--- src/sv/marching_squares_cell_segments_top_defines.svh ---
// ---------------------------------------------------------------------------
// Marching squares cell segments: assertion macros
// Shared concurrent assertion forms, clocked on clk and disabled in reset.
// ---------------------------------------------------------------------------
`ifndef MARCHING_SQUARES_CELL_SEGMENTS_TOP_DEFINES_SVH
`define MARCHING_SQUARES_CELL_SEGMENTS_TOP_DEFINES_SVH

`ifndef NO_ASSERTIONS
// Same-cycle implication.
`define MSC_ASSERT_IMPL(lbl, pre, post) \
  lbl: assert property (@(posedge clk) disable iff (rst) (pre) |-> (post)) \
    else $error("same-cycle check failed");
// Next-cycle implication.
`define MSC_ASSERT_NEXT(lbl, pre, post) \
  lbl: assert property (@(posedge clk) disable iff (rst) (pre) |=> (post)) \
    else $error("next-cycle check failed");
`else
`define MSC_ASSERT_IMPL(lbl, pre, post)
`define MSC_ASSERT_NEXT(lbl, pre, post)
`endif

`endif

--- src/sv/msc_pkg.sv ---
// ---------------------------------------------------------------------------
// Marching squares cell segments: package
// Payload types, command and status structs, state codes and edge tables.
// ---------------------------------------------------------------------------
package msc_pkg;

  localparam int MAX_LEVELS    = 16;
  localparam int MAX_GRID_SIDE = 1024;
  localparam int LVL_CNT_W     = $clog2(MAX_LEVELS + 1);

  // Shared divider geometry.
  localparam int DVD_W = 44;
  localparam int DVS_W = 27;
  localparam int QUO_W = 17;
  localparam int DIV_CNT_W = $clog2(QUO_W);

  typedef enum logic [1:0] {
    REG_LEVEL_INTERVAL = 2'd0,
    REG_TILE_EXTENT    = 2'd1,
    REG_GRID_WIDTH     = 2'd2
  } cfg_reg_t;

  typedef enum logic [1:0] {
    EDGE_TOP    = 2'd0,
    EDGE_RIGHT  = 2'd1,
    EDGE_BOTTOM = 2'd2,
    EDGE_LEFT   = 2'd3
  } edge_t;

  typedef struct packed {
    logic signed [15:0] corner_tl;
    logic signed [15:0] corner_tr;
    logic signed [15:0] corner_bl;
    logic signed [15:0] corner_br;
    logic [9:0]         cell_col;
    logic [9:0]         cell_row;
  } cell_in_t;

  typedef struct packed {
    logic signed [15:0] level_index;
    logic [15:0]        start_x;
    logic [15:0]        start_y;
    logic [15:0]        end_x;
    logic [15:0]        end_y;
    logic [22:0]        start_slot;
    logic [22:0]        end_slot;
    logic               last_segment;
    logic               levels_dropped;
  } seg_out_t;

  typedef enum logic [3:0] {
    ST_IDLE,
    ST_CHECK,
    ST_KDIV,
    ST_LVL_T,
    ST_LVL_CAP,
    ST_LEVEL,
    ST_MUL1,
    ST_MUL2,
    ST_DIV_GO,
    ST_DIV_WAIT,
    ST_EMIT
  } msc_state_t;

  typedef struct packed {
    logic load_in;
    logic kdiv_start;
    logic kmin_load;
    logic t_init;
    logic cap;
    logic case_latch;
    logic mul1;
    logic mul2;
    logic div_go;
    logic coord_store;
    logic emit;
    logic seg_next;
    logic lvl_next;
  } msc_cmd_t;

  typedef struct packed {
    logic cell_ok;
    logic div_busy;
    logic level_live;
    logic coord_last;
    logic seg_more;
    logic out_free;
  } msc_status_t;

  typedef struct packed {
    edge_t from_edge;
    edge_t to_edge;
  } seg_edges_t;

  // Edges of segment s for a corner case (TL=8, TR=4, BR=2, BL=1).
  function automatic seg_edges_t seg_edges(input logic [3:0] cs, input logic s);
    seg_edges_t r;
    r = '{from_edge: EDGE_TOP, to_edge: EDGE_TOP};
    unique case (cs)
      4'd1:    r = '{from_edge: EDGE_BOTTOM, to_edge: EDGE_LEFT};
      4'd2:    r = '{from_edge: EDGE_RIGHT,  to_edge: EDGE_BOTTOM};
      4'd3:    r = '{from_edge: EDGE_RIGHT,  to_edge: EDGE_LEFT};
      4'd4:    r = '{from_edge: EDGE_TOP,    to_edge: EDGE_RIGHT};
      4'd5:    r = s ? '{from_edge: EDGE_TOP,    to_edge: EDGE_RIGHT}
                     : '{from_edge: EDGE_BOTTOM, to_edge: EDGE_LEFT};
      4'd6:    r = '{from_edge: EDGE_TOP,    to_edge: EDGE_BOTTOM};
      4'd7:    r = '{from_edge: EDGE_TOP,    to_edge: EDGE_LEFT};
      4'd8:    r = '{from_edge: EDGE_LEFT,   to_edge: EDGE_TOP};
      4'd9:    r = '{from_edge: EDGE_BOTTOM, to_edge: EDGE_TOP};
      4'd10:   r = s ? '{from_edge: EDGE_RIGHT, to_edge: EDGE_BOTTOM}
                     : '{from_edge: EDGE_LEFT,  to_edge: EDGE_TOP};
      4'd11:   r = '{from_edge: EDGE_RIGHT,  to_edge: EDGE_TOP};
      4'd12:   r = '{from_edge: EDGE_LEFT,   to_edge: EDGE_RIGHT};
      4'd13:   r = '{from_edge: EDGE_BOTTOM, to_edge: EDGE_RIGHT};
      4'd14:   r = '{from_edge: EDGE_LEFT,   to_edge: EDGE_BOTTOM};
      default: r = '{from_edge: EDGE_TOP,    to_edge: EDGE_TOP};
    endcase
    return r;
  endfunction

  // Half-step offsets of an edge midpoint within the cell.
  function automatic logic [1:0] edge_u(input edge_t e);
    logic [1:0] r;
    unique case (e)
      EDGE_TOP:    r = 2'd1;
      EDGE_RIGHT:  r = 2'd2;
      EDGE_BOTTOM: r = 2'd1;
      default:     r = 2'd0;
    endcase
    return r;
  endfunction

  function automatic logic [1:0] edge_v(input edge_t e);
    logic [1:0] r;
    unique case (e)
      EDGE_TOP:    r = 2'd0;
      EDGE_RIGHT:  r = 2'd1;
      EDGE_BOTTOM: r = 2'd2;
      default:     r = 2'd1;
    endcase
    return r;
  endfunction

endpackage

--- src/sv/msc_div.sv ---
// ---------------------------------------------------------------------------
// Marching squares cell segments: divider
// Restoring divider, one quotient bit per cycle; quotient must fit QUO_W.
// ---------------------------------------------------------------------------
module msc_div (
  input  logic                      clk,
  input  logic                      rst,
  input  logic                      start,
  input  logic [msc_pkg::DVD_W-1:0] dividend,
  input  logic [msc_pkg::DVS_W-1:0] divisor,
  output logic                      busy,
  output logic [msc_pkg::QUO_W-1:0] quotient
);
  import msc_pkg::*;

  logic [DVD_W-1:0]     rem;
  logic [DVD_W-1:0]     dsh;
  logic [DIV_CNT_W-1:0] cnt;
  logic                 fits;

  assign fits = rem >= dsh;

  always_ff @(posedge clk) begin
    if (rst) begin
      busy <= 1'b0;
    end else if (start) begin
      busy <= 1'b1;
    end else if (busy && cnt == '0) begin
      busy <= 1'b0;
    end
  end

  always_ff @(posedge clk) begin
    if (start) begin
      rem      <= dividend;
      dsh      <= DVD_W'(divisor) << (QUO_W - 1);
      cnt      <= DIV_CNT_W'(QUO_W - 1);
      quotient <= '0;
    end else if (busy) begin
      if (fits) begin
        rem <= rem - dsh;
      end
      quotient <= {quotient[QUO_W-2:0], fits};
      dsh      <= dsh >> 1;
      cnt      <= cnt - 1'b1;
    end
  end

endmodule

--- src/sv/msc_datapath.sv ---
// ---------------------------------------------------------------------------
// Marching squares cell segments: datapath
// Configuration, cell registers, level stepping, endpoint arithmetic and
// the output register.
// ---------------------------------------------------------------------------
`include "marching_squares_cell_segments_top_defines.svh"

module msc_datapath (
  input  logic                clk,
  input  logic                rst,
  input  logic                cfg_wr_en,
  input  logic [1:0]          cfg_index,
  input  logic [15:0]         cfg_data,
  input  msc_pkg::cell_in_t   in_data,
  input  msc_pkg::msc_cmd_t   cmd,
  output msc_pkg::msc_status_t st,
  output logic                out_valid,
  input  logic                out_stall,
  output msc_pkg::seg_out_t   out_data
);
  import msc_pkg::*;

  logic [15:0] lvl_iv;
  logic [15:0] extent;
  logic [10:0] gwidth;

  cell_in_t           cur_cell;
  logic signed [15:0] mn;
  logic signed [15:0] mx;
  logic signed [17:0] k;
  logic signed [23:0] t;
  logic [LVL_CNT_W-1:0] cnt;
  logic               dropped;
  logic [3:0]         case_r;
  logic               seg_sel;
  logic [1:0]         coord_idx;
  logic [15:0]        coord_r [4];
  logic [25:0]        p1;
  logic [25:0]        den;
  logic signed [17:0] n_r;
  logic signed [43:0] num;
  logic [15:0]        pre;
  logic               need;

  // Minimum and maximum of the incoming corners.
  logic signed [15:0] in_mn, in_mx, mn_a, mn_b, mx_a, mx_b;
  always_comb begin
    mn_a  = (in_data.corner_tl < in_data.corner_tr) ? in_data.corner_tl : in_data.corner_tr;
    mn_b  = (in_data.corner_bl < in_data.corner_br) ? in_data.corner_bl : in_data.corner_br;
    mx_a  = (in_data.corner_tl > in_data.corner_tr) ? in_data.corner_tl : in_data.corner_tr;
    mx_b  = (in_data.corner_bl > in_data.corner_br) ? in_data.corner_bl : in_data.corner_br;
    in_mn = (mn_a < mn_b) ? mn_a : mn_b;
    in_mx = (mx_a > mx_b) ? mx_a : mx_b;
  end

  always_ff @(posedge clk) begin
    if (rst) begin
      lvl_iv <= 16'd10;
      extent <= 16'd4096;
      gwidth <= 11'd256;
    end else if (cfg_wr_en) begin
      unique case (cfg_index)
        REG_LEVEL_INTERVAL: lvl_iv <= cfg_data;
        REG_TILE_EXTENT:    extent <= cfg_data;
        REG_GRID_WIDTH:     gwidth <= cfg_data[10:0];
        default: ;
      endcase
    end
  end

  // Level arithmetic.
  logic signed [23:0] iv_s, mx_s, t_next, tcap, cap_step;
  logic signed [34:0] t_prod;
  logic signed [17:0] kdvd_s;
  logic               next_live;
  assign iv_s     = {8'd0, lvl_iv};
  assign mx_s     = 24'(mx);
  assign t_next   = t + iv_s;
  assign cap_step = 24'(lvl_iv * MAX_LEVELS);
  assign tcap     = t + cap_step;
  assign t_prod   = k * $signed({1'b0, lvl_iv});
  assign kdvd_s   = mn[15] ? -18'(mn) : 18'(mn) + 18'(lvl_iv) - 18'sd1;
  assign next_live = (t_next < mx_s) && ((cnt + 1'b1) < LVL_CNT_W'(MAX_LEVELS));

  logic [3:0] case_now;
  assign case_now = {24'(cur_cell.corner_tl) > t, 24'(cur_cell.corner_tr) > t,
                     24'(cur_cell.corner_br) > t, 24'(cur_cell.corner_bl) > t};

  // Endpoint operand selection.
  seg_edges_t         edges;
  edge_t              cur_edge;
  logic               axis_y, interp;
  logic [9:0]         base;
  logic signed [15:0] ca, cb;
  logic signed [16:0] d_raw;
  logic signed [17:0] n_raw, n_norm;
  logic [15:0]        d_mag;
  always_comb begin
    edges    = seg_edges(case_r, seg_sel);
    cur_edge = coord_idx[1] ? edges.to_edge : edges.from_edge;
    axis_y   = coord_idx[0];
    interp   = 1'b0;
    base     = cur_cell.cell_col;
    ca       = cur_cell.corner_tl;
    cb       = cur_cell.corner_tr;
    unique case (cur_edge)
      EDGE_TOP: begin
        if (axis_y) begin
          base = cur_cell.cell_row - 10'd1;
        end else begin
          interp = 1'b1;
        end
      end
      EDGE_RIGHT: begin
        if (axis_y) begin
          base   = cur_cell.cell_row;
          interp = 1'b1;
          ca     = cur_cell.corner_tr;
          cb     = cur_cell.corner_br;
        end
      end
      EDGE_BOTTOM: begin
        if (axis_y) begin
          base = cur_cell.cell_row;
        end else begin
          interp = 1'b1;
          ca     = cur_cell.corner_bl;
          cb     = cur_cell.corner_br;
        end
      end
      default: begin
        if (axis_y) begin
          base   = cur_cell.cell_row;
          interp = 1'b1;
          ca     = cur_cell.corner_tl;
          cb     = cur_cell.corner_bl;
        end else begin
          base = cur_cell.cell_col - 10'd1;
        end
      end
    endcase
    d_raw = 17'(ca) - 17'(cb);
    n_raw = 18'(t - 24'(cb));
    if (!interp || d_raw == '0) begin
      d_mag  = 16'd1;
      n_norm = '0;
    end else if (d_raw < 0) begin
      d_mag  = 16'(-d_raw);
      n_norm = -n_raw;
    end else begin
      d_mag  = 16'(d_raw);
      n_norm = n_raw;
    end
  end

  logic signed [27:0] numr;
  logic signed [44:0] num_prod;
  logic [DVD_W-1:0]   dvd;
  logic [DVS_W-1:0]   dvs;
  logic               nonpos, sat;
  assign numr     = $signed({2'b0, p1}) - 28'(n_r);
  assign num_prod = numr * $signed({1'b0, extent});
  assign dvd      = {num[42:0], 1'b0} + DVD_W'(den);
  assign dvs      = {1'b0, den} << 1;
  assign nonpos   = num[43] || num == '0;
  assign sat      = dvd >= (DVD_W'(dvs) << 16);

  // Shared divider: level bound first, then one endpoint coordinate at a time.
  logic             div_start, div_busy;
  logic [DVD_W-1:0] div_dvd;
  logic [DVS_W-1:0] div_dvs;
  logic [QUO_W-1:0] quo;
  assign div_start = cmd.kdiv_start || (cmd.div_go && !nonpos && !sat);
  assign div_dvd   = cmd.kdiv_start ? DVD_W'(kdvd_s) : dvd;
  assign div_dvs   = cmd.kdiv_start ? DVS_W'(lvl_iv) : dvs;

  msc_div u_div (
    .clk      (clk),
    .rst      (rst),
    .start    (div_start),
    .dividend (div_dvd),
    .divisor  (div_dvs),
    .busy     (div_busy),
    .quotient (quo)
  );

  always_ff @(posedge clk) begin
    if (cmd.load_in) begin
      cur_cell <= in_data;
      mn       <= in_mn;
      mx       <= in_mx;
    end
    if (cmd.kmin_load) begin
      k <= mn[15] ? -18'(quo) : 18'(quo);
    end else if (cmd.lvl_next) begin
      k <= k + 18'sd1;
    end
    if (cmd.t_init) begin
      t <= t_prod[23:0];
    end else if (cmd.lvl_next) begin
      t <= t_next;
    end
    if (cmd.cap) begin
      dropped <= tcap < mx_s;
    end
    if (cmd.case_latch) begin
      case_r <= case_now;
    end
    if (cmd.case_latch) begin
      seg_sel <= 1'b0;
    end else if (cmd.seg_next) begin
      seg_sel <= 1'b1;
    end
    if (cmd.mul1) begin
      p1  <= base * d_mag;
      den <= {10'd0, d_mag} * {15'd0, gwidth - 11'd1};
      n_r <= n_norm;
    end
    if (cmd.mul2) begin
      num <= num_prod[43:0];
    end
    if (cmd.div_go) begin
      pre  <= nonpos ? 16'd0 : 16'hFFFF;
      need <= !nonpos && !sat;
    end
    if (cmd.coord_store) begin
      coord_r[coord_idx] <= need ? quo[15:0] : pre;
    end
  end

  always_ff @(posedge clk) begin
    if (rst) begin
      cnt       <= '0;
      coord_idx <= '0;
    end else begin
      if (cmd.t_init) begin
        cnt <= '0;
      end else if (cmd.lvl_next) begin
        cnt <= cnt + 1'b1;
      end
      if (cmd.case_latch || cmd.seg_next) begin
        coord_idx <= '0;
      end else if (cmd.coord_store) begin
        coord_idx <= coord_idx + 2'd1;
      end
    end
  end

  // Edge slot indices.
  logic [11:0] sx_a, sy_a, sx_b, sy_b;
  logic [12:0] stride;
  logic [24:0] slot_a, slot_b;
  logic        seg_pair;
  assign sx_a   = {1'b0, cur_cell.cell_col, 1'b0} + 12'(edge_u(edges.from_edge));
  assign sy_a   = {1'b0, cur_cell.cell_row, 1'b0} + 12'(edge_v(edges.from_edge));
  assign sx_b   = {1'b0, cur_cell.cell_col, 1'b0} + 12'(edge_u(edges.to_edge));
  assign sy_b   = {1'b0, cur_cell.cell_row, 1'b0} + 12'(edge_v(edges.to_edge));
  assign stride = {1'b0, gwidth + 11'd1, 1'b0};
  assign slot_a = 25'(sx_a) + 25'(sy_a * stride);
  assign slot_b = 25'(sx_b) + 25'(sy_b * stride);
  assign seg_pair = case_r == 4'd5 || case_r == 4'd10;

  always_ff @(posedge clk) begin
    if (rst) begin
      out_valid <= 1'b0;
    end else if (cmd.emit) begin
      out_valid <= 1'b1;
    end else if (!out_stall) begin
      out_valid <= 1'b0;
    end
  end

  always_ff @(posedge clk) begin
    if (cmd.emit) begin
      out_data.level_index    <= k[15:0];
      out_data.start_x        <= coord_r[0];
      out_data.start_y        <= coord_r[1];
      out_data.end_x          <= coord_r[2];
      out_data.end_y          <= coord_r[3];
      out_data.start_slot     <= slot_a[22:0];
      out_data.end_slot       <= slot_b[22:0];
      out_data.last_segment   <= !st.seg_more && !next_live;
      out_data.levels_dropped <= dropped;
    end
  end

  always_comb begin
    st.cell_ok    = lvl_iv != '0 && gwidth >= 11'd2 && gwidth <= 11'(MAX_GRID_SIDE) &&
                    cur_cell.cell_col != '0 && cur_cell.cell_row != '0 &&
                    {1'b0, cur_cell.cell_col} < gwidth &&
                    {1'b0, cur_cell.cell_row} < 11'(MAX_GRID_SIDE);
    st.div_busy   = div_busy;
    st.level_live = (t < mx_s) && (cnt < LVL_CNT_W'(MAX_LEVELS));
    st.coord_last = coord_idx == 2'd3;
    st.seg_more   = seg_pair && !seg_sel;
    st.out_free   = !out_valid || !out_stall;
  end

  `MSC_ASSERT_IMPL(a_emit_room, cmd.emit, !(out_valid && out_stall))
  `MSC_ASSERT_NEXT(a_emit_shows, cmd.emit, out_valid)
  `MSC_ASSERT_IMPL(a_div_idle, div_start, !div_busy)
  `MSC_ASSERT_IMPL(a_cnt_cap, cmd.lvl_next, cnt < LVL_CNT_W'(MAX_LEVELS))

endmodule

--- src/sv/msc_ctrl.sv ---
// ---------------------------------------------------------------------------
// Marching squares cell segments: controller
// Sequences level setup, endpoint arithmetic per segment and result output.
// ---------------------------------------------------------------------------
module msc_ctrl (
  input  logic                 clk,
  input  logic                 rst,
  input  logic                 in_valid,
  output logic                 in_stall,
  input  msc_pkg::msc_status_t st,
  output msc_pkg::msc_cmd_t    cmd
);
  import msc_pkg::*;

  msc_state_t state, state_next;

  always_ff @(posedge clk) begin
    if (rst) begin
      state <= ST_IDLE;
    end else begin
      state <= state_next;
    end
  end

  always_comb begin
    state_next = state;
    unique case (state)
      ST_IDLE:     if (in_valid) state_next = ST_CHECK;
      ST_CHECK:    state_next = st.cell_ok ? ST_KDIV : ST_IDLE;
      ST_KDIV:     if (!st.div_busy) state_next = ST_LVL_T;
      ST_LVL_T:    state_next = ST_LVL_CAP;
      ST_LVL_CAP:  state_next = ST_LEVEL;
      ST_LEVEL:    state_next = st.level_live ? ST_MUL1 : ST_IDLE;
      ST_MUL1:     state_next = ST_MUL2;
      ST_MUL2:     state_next = ST_DIV_GO;
      ST_DIV_GO:   state_next = ST_DIV_WAIT;
      ST_DIV_WAIT: if (!st.div_busy) state_next = st.coord_last ? ST_EMIT : ST_MUL1;
      ST_EMIT:     if (st.out_free) state_next = st.seg_more ? ST_MUL1 : ST_LEVEL;
      default:     state_next = ST_IDLE;
    endcase
  end

  always_comb begin
    cmd      = '0;
    in_stall = 1'b1;
    unique case (state)
      ST_IDLE: begin
        in_stall    = 1'b0;
        cmd.load_in = in_valid;
      end
      ST_CHECK:    cmd.kdiv_start = st.cell_ok;
      ST_KDIV:     cmd.kmin_load  = !st.div_busy;
      ST_LVL_T:    cmd.t_init     = 1'b1;
      ST_LVL_CAP:  cmd.cap        = 1'b1;
      ST_LEVEL:    cmd.case_latch = st.level_live;
      ST_MUL1:     cmd.mul1       = 1'b1;
      ST_MUL2:     cmd.mul2       = 1'b1;
      ST_DIV_GO:   cmd.div_go     = 1'b1;
      ST_DIV_WAIT: cmd.coord_store = !st.div_busy;
      ST_EMIT: begin
        cmd.emit     = st.out_free;
        cmd.seg_next = st.out_free && st.seg_more;
        cmd.lvl_next = st.out_free && !st.seg_more;
      end
      default: ;
    endcase
  end

endmodule

--- src/sv/marching_squares_cell_segments_top.sv ---
// ---------------------------------------------------------------------------
// Marching squares cell segments: top level
// Turns one grid cell into its contour segments, one transfer per segment.
// ---------------------------------------------------------------------------
// Channel  Direction  Handshake              Payload
// in       input      in_valid / in_stall    cell_in_t, one grid cell
// out      output     out_valid / out_stall  seg_out_t, one contour segment
// cfg      input      cfg_wr_en              cfg_index, cfg_data
//
// After a cell is accepted it runs its setup (one pass through the shared
// 17-step divider for the lowest level), a test of each level, and for each
// segment its four endpoint coordinates: each runs two multiply steps, a
// divider launch and a wait on the same divider; a coordinate that comes out
// zero or saturated skips the divider.
// Reset clears the controller, the output valid and the configuration to
// interval 10, extent 4096, width 256.
// A stall on the output holds the segment in the output register; the
// controller waits in its output state until that register frees up. A new
// cell transfer is taken as soon as the previous cell is finished, even
// while its final segment still waits on the output.
// ---------------------------------------------------------------------------
module marching_squares_cell_segments_top (
  input  logic               clk,
  input  logic               rst,
  input  logic               in_valid,
  output logic               in_stall,
  input  msc_pkg::cell_in_t  in_data,
  output logic               out_valid,
  input  logic               out_stall,
  output msc_pkg::seg_out_t  out_data,
  input  logic               cfg_wr_en,
  input  logic [1:0]         cfg_index,
  input  logic [15:0]        cfg_data
);
  import msc_pkg::*;

  // Commands from the controller and status back from the datapath.
  msc_cmd_t    cmd;
  msc_status_t st;

  msc_ctrl u_ctrl (
    .clk      (clk),
    .rst      (rst),
    .in_valid (in_valid),
    .in_stall (in_stall),
    .st       (st),
    .cmd      (cmd)
  );

  msc_datapath u_dp (
    .clk       (clk),
    .rst       (rst),
    .cfg_wr_en (cfg_wr_en),
    .cfg_index (cfg_index),
    .cfg_data  (cfg_data),
    .in_data   (in_data),
    .cmd       (cmd),
    .st        (st),
    .out_valid (out_valid),
    .out_stall (out_stall),
    .out_data  (out_data)
  );

endmodule
--- config.mk ---
export PLATFORM = sky130hd
export DESIGN_NAME = marching_squares_cell_segments_top
export DESIGN_NICKNAME = d
export VERILOG_FILES = /design/src/sv/msc_pkg.sv /design/src/sv/msc_div.sv /design/src/sv/msc_datapath.sv /design/src/sv/msc_ctrl.sv /design/src/sv/marching_squares_cell_segments_top.sv
export VERILOG_INCLUDE_DIRS = /design/src /design/src/sv
export SDC_FILE = /design/constraint.sdc
export NUM_CORES = 2
export LEC_CHECK = 0
export BUFFER_PORTS_ARGS = -buffer_cell sky130_fd_sc_hd__buf_2
export CAP_MARGIN = 20
export CELL_PAD_IN_SITES_DETAIL_PLACEMENT = 0
export CELL_PAD_IN_SITES_GLOBAL_PLACEMENT = 1
export CORE_MARGIN = 1
export CORE_UTILIZATION = 30
export CTS_CLUSTER_SIZE = 14
export DETAILED_ROUTE_END_ITERATION = 10
export GPL_ROUTABILITY_DRIVEN = 0
export MAX_ROUTING_LAYER = met4
export PLACE_DENSITY = 0.52
export SLEW_MARGIN = 0
export SYNTH_ARGS = -nofsm -noshare
export SYNTH_HDL_FRONTEND = slang
export SYNTH_HIERARCHICAL = 1
export SYNTH_SLANG_ARGS = --single-unit
--- constraint.sdc ---
create_clock -name clk -period 18.72 [get_ports clk]
set_input_delay 3.744 -clock clk [delete_from_list [all_inputs] [get_ports clk]]
set_output_delay 3.744 -clock clk [all_outputs]
set_load 0.05 [all_outputs]
==> flow_metrics.tcl <==
set metrics [dict create \
    synth_seq_area_share_pct 20.9 \
    maxCapViolCount 0 \
    synth_fa_ha_area_share_pct 37.2 \
    synth-seq-cells 637 \
    timing.fmax_mhz 75.3 \
    grt_pass1_wl_mm 446 \
    power_uw 16300 \
    swShare_pct 50.2 \
    yosysWarningCount 6 \
    cts_setup_buffers 0 \
    post_dp_cell_area_mm2 0.0929 \
    cts.sinks 637 \
    die_w_um 541 \
    grt_max_degree 85 \
    async_flop_share_pct 0 \
    overflow 0 \
    synth_area_mm2 0.0871 \
    synth_compound_area_share_pct 10.8 \
    synthToLayoutAreaGrowth_pct 10.1 \
    regToRegSetupSlack_ns 5.43 \
    cts_htree_levels 3 \
    powerDensity_mw_per_mm2 170 \
    clkPwrFrac_pct 10.4 \
    clockRootBuffer "clkbuf_16" \
    synth-simple-area-share_pct 15.5 \
    cp_slowest_stage_delay_ns 0.81 \
    ys_types 112 \
    portBuffers 236 \
    wl_mm 293 \
    grt_pass1_vias 70500 \
    internal-power_uw 8130 \
    die-area_mm2 0.292 \
    antenna_found_initial 18 \
    tightest_slew_ns 1.22 \
    drt.antenna.violating_nets 0 \
    irDropWorstVdd_uv 400 \
    maxSlewViolCount 0 \
    synth_xor_area_share_pct 5.26 \
    cts.path.max_buffers 3 \
    finalClockSkew_ns 0.0884 \
    syn_inst 9537 \
    r2r-end "u_dp/den[25]" \
    drcViolationCount 0 \
    rr_worst_depth 41 \
    slowest_stage "ha_2" \
    end_kind "flip-flop" \
    synth_top_flop_cell "edfxtp_1" \
    worstPathRequired_ns 19.19 \
    nNetsFinal 11700 \
    min_from "u_dp/dropped" \
    drt_iter0_drc 4192 \
    numCtsBuffers 84 \
    vias_per_cell 4.95 \
    final_common_cell "inv_1" \
    path_clk_slew_ns 0.06 \
    slew_headroom_pct 16.3 \
    min_path_cells 0 \
    synth_area_per_cell_um2 9.13 \
    rsz0062_at_grt "no" \
    clock_latency_ns 0.76 \
    synthesis.nets 11600 \
    p_comb_share_pct 74.5 \
    core_area_mm2 0.288 \
    power_switching_uw 8200 \
    synth_top_family_by_area "adder cells" \
    gr-usage-all-layers_pct 20.6 \
    num_rows 197 \
    final_area_mm2 0.0959 \
    whs_endpoint "u_dp/out_data[0]" \
    period_share_pct 71.0 \
    hold_viol_final 0 \
    final_cell_mix "inv_1, nand2_1, fa_1" \
    cts_resized 0 \
    first_pass_iters 6 \
    die_y_um 541 \
    path_max_fanout 41 \
    finalHoldWorstSlack_ns 0.386 \
    status "complete, no violations" \
    leakagePower_uw 0.0429 \
    final_layout_size_suffix_gt1_share_pct 7.07 \
    initial_utilization_pct 30.2 \
    p_seq_share_pct 15.1 \
    fin_setup_tns_ns 0 \
    wl_per_cell_um 21.6 \
    vias 67000 \
    ioPinCount 237 \
    r2r-start "u_dp/case_r[1]" \
    postCtsHoldBufs 0 \
    arrival_ns 13.76 \
    setup-violations-final 0 \
    synthMuxAreaShare_pct 1.91 \
    min_period_ns 13.29 \
    synth-edff-count 542 \
    min_path_type "flip-flop to flip-flop" \
    dp_hpwl_mm 235 \
    critPathMostFrequentCell "fa_1" \
    cts_tree "built" \
    timing_worst_setup_path_type "flip-flop to flip-flop" \
    post-route-util_pct 33.3 \
    critPathLaunchType "flip-flop" \
]
per-stage QoR:
stage	worst slack, ns	cells
6_report	5.43	13500
5_1_grt	4.58	13500
4_1_cts	5.51	13500
3_5_place_dp	5.55	13300
3_3_place_gp	5.95	13300
2_1_floorplan	8.05	9537
cells in the mapped netlist, types with 23 or more instances:
master | n | area share, %
nor2_1 | 571 | 2.5
mux2i_1 | 139 | 1.6
a2111oi_0 | 24 | 0.24
nor4_1 | 38 | 0.27
fa_1 | 1042 | 24
nand2_1 | 1153 | 5.0
a221oi_1 | 23 | 0.23
dfxtp_1 | 95 | 2.2
a22o_1 | 28 | 0.28
a22oi_1 | 25 | 0.22
ha_1 | 922 | 13
edfxtp_1 | 542 | 19
o21a_1 | 86 | 0.74
nor2b_1 | 106 | 0.76
nand3_1 | 128 | 0.74
nand4_1 | 82 | 0.59
o21bai_1 | 65 | 0.56
a31oi_1 | 41 | 0.29
nor3_1 | 121 | 0.70
mux2_2 | 24 | 0.31
nand2b_1 | 99 | 0.71
xor2_1 | 140 | 1.4
o21ai_0 | 303 | 1.7
clkbuf_1 | 338 | 1.5
o31ai_1 | 25 | 0.22
inv_1 | 1566 | 6.7
xnor2_1 | 377 | 3.8
or3_1 | 42 | 0.30
and3_1 | 57 | 0.41
o211ai_1 | 33 | 0.28
and2_1 | 351 | 2.5
a211oi_1 | 37 | 0.32
a21o_1 | 149 | 1.3
a21oi_1 | 410 | 2.4
worst max-delay path by stage:
| stage | from | slack (ns) | cells past startpoint | end |
|---|---|---|---|---|
| floorplan | u_dp/case_r[0] | 8.05 | 42 | u_dp/den[25] |
| global placement | u_dp/case_r[1] | 5.95 | 41 | u_dp/p1[25] |
| detailed placement | u_dp/case_r[1] | 5.55 | 41 | u_dp/den[25] |
| CTS | u_dp/case_r[0] | 5.51 | 41 | u_dp/den[25] |
| global route | u_dp/case_r[1] | 4.58 | 41 | u_dp/den[25] |
| finish | u_dp/case_r[1] | 5.43 | 41 | u_dp/den[25] |
worst max-delay path: cells and delay by family (launching register included):
family | cells | cell delay, ns
flip-flops | 1 | 0.46
AND/OR/NAND/NOR | 6 | 1.65
adder cells (fa/ha/maj) | 8 | 4.25
buffers and inverters | 6 | 1.61
AO/OA/AOI/OAI | 20 | 4.61
XOR/XNOR | 1 | 0.41
flip-flops by register name, summed over array words and instances (netlist names), 24 cells and up:
register	cells
u_dp/u_div/rem	44
u_dp/num	44
u_dp/out_data	128
u_dp/cur_cell	84
u_dp/p1	26
u_dp/den	26
u_dp/coord_r	64
u_dp/t	24
u_dp/u_div/dsh	43
kinds of logic after synthesis:
logic type | count (synthesis)
flops | 637
xor+xnor | 520
simple gates | 2861
mux | 163
compound gates | 1443
buf+inv | 1948
fa+ha+maj | 1965
area by class of cell:
class | count | area [µm²]
fillers | 30100 | 192000
multi-input cells | 6952 | 61700
flip-flops and latches | 637 | 18200
inverters | 1570 | 5890
well taps | 3781 | 4730
repair buffers | 402 | 2450
clock buffers | 107 | 2200
clock inverters | 47 | 676
diodes | 22 | 55.1
power by group through the flow:
stage	combinational [µW]	sequential, µW	clock [µW]
2_1_floorplan	8980	2370	0
3_3_place_gp	12200	2500	0
3_5_place_dp	12200	2500	0
4_1_cts	12300	2470	1760
5_1_grt	13900	2490	1810
6_report	12200	2470	1700
metal layers:
metal | up-vias | track usage (%) | part of all wire [%]
met5 | - | - | 0
met4 | 0 | 5.36 | 2.7
met3 | 307 | 2.04 | 3.7
met2 | 1362 | 33.7 | 47
met1 | 33800 | 27.2 | 46
li1 | 31500 | - | -
Power figures use the tool's default switching activity.
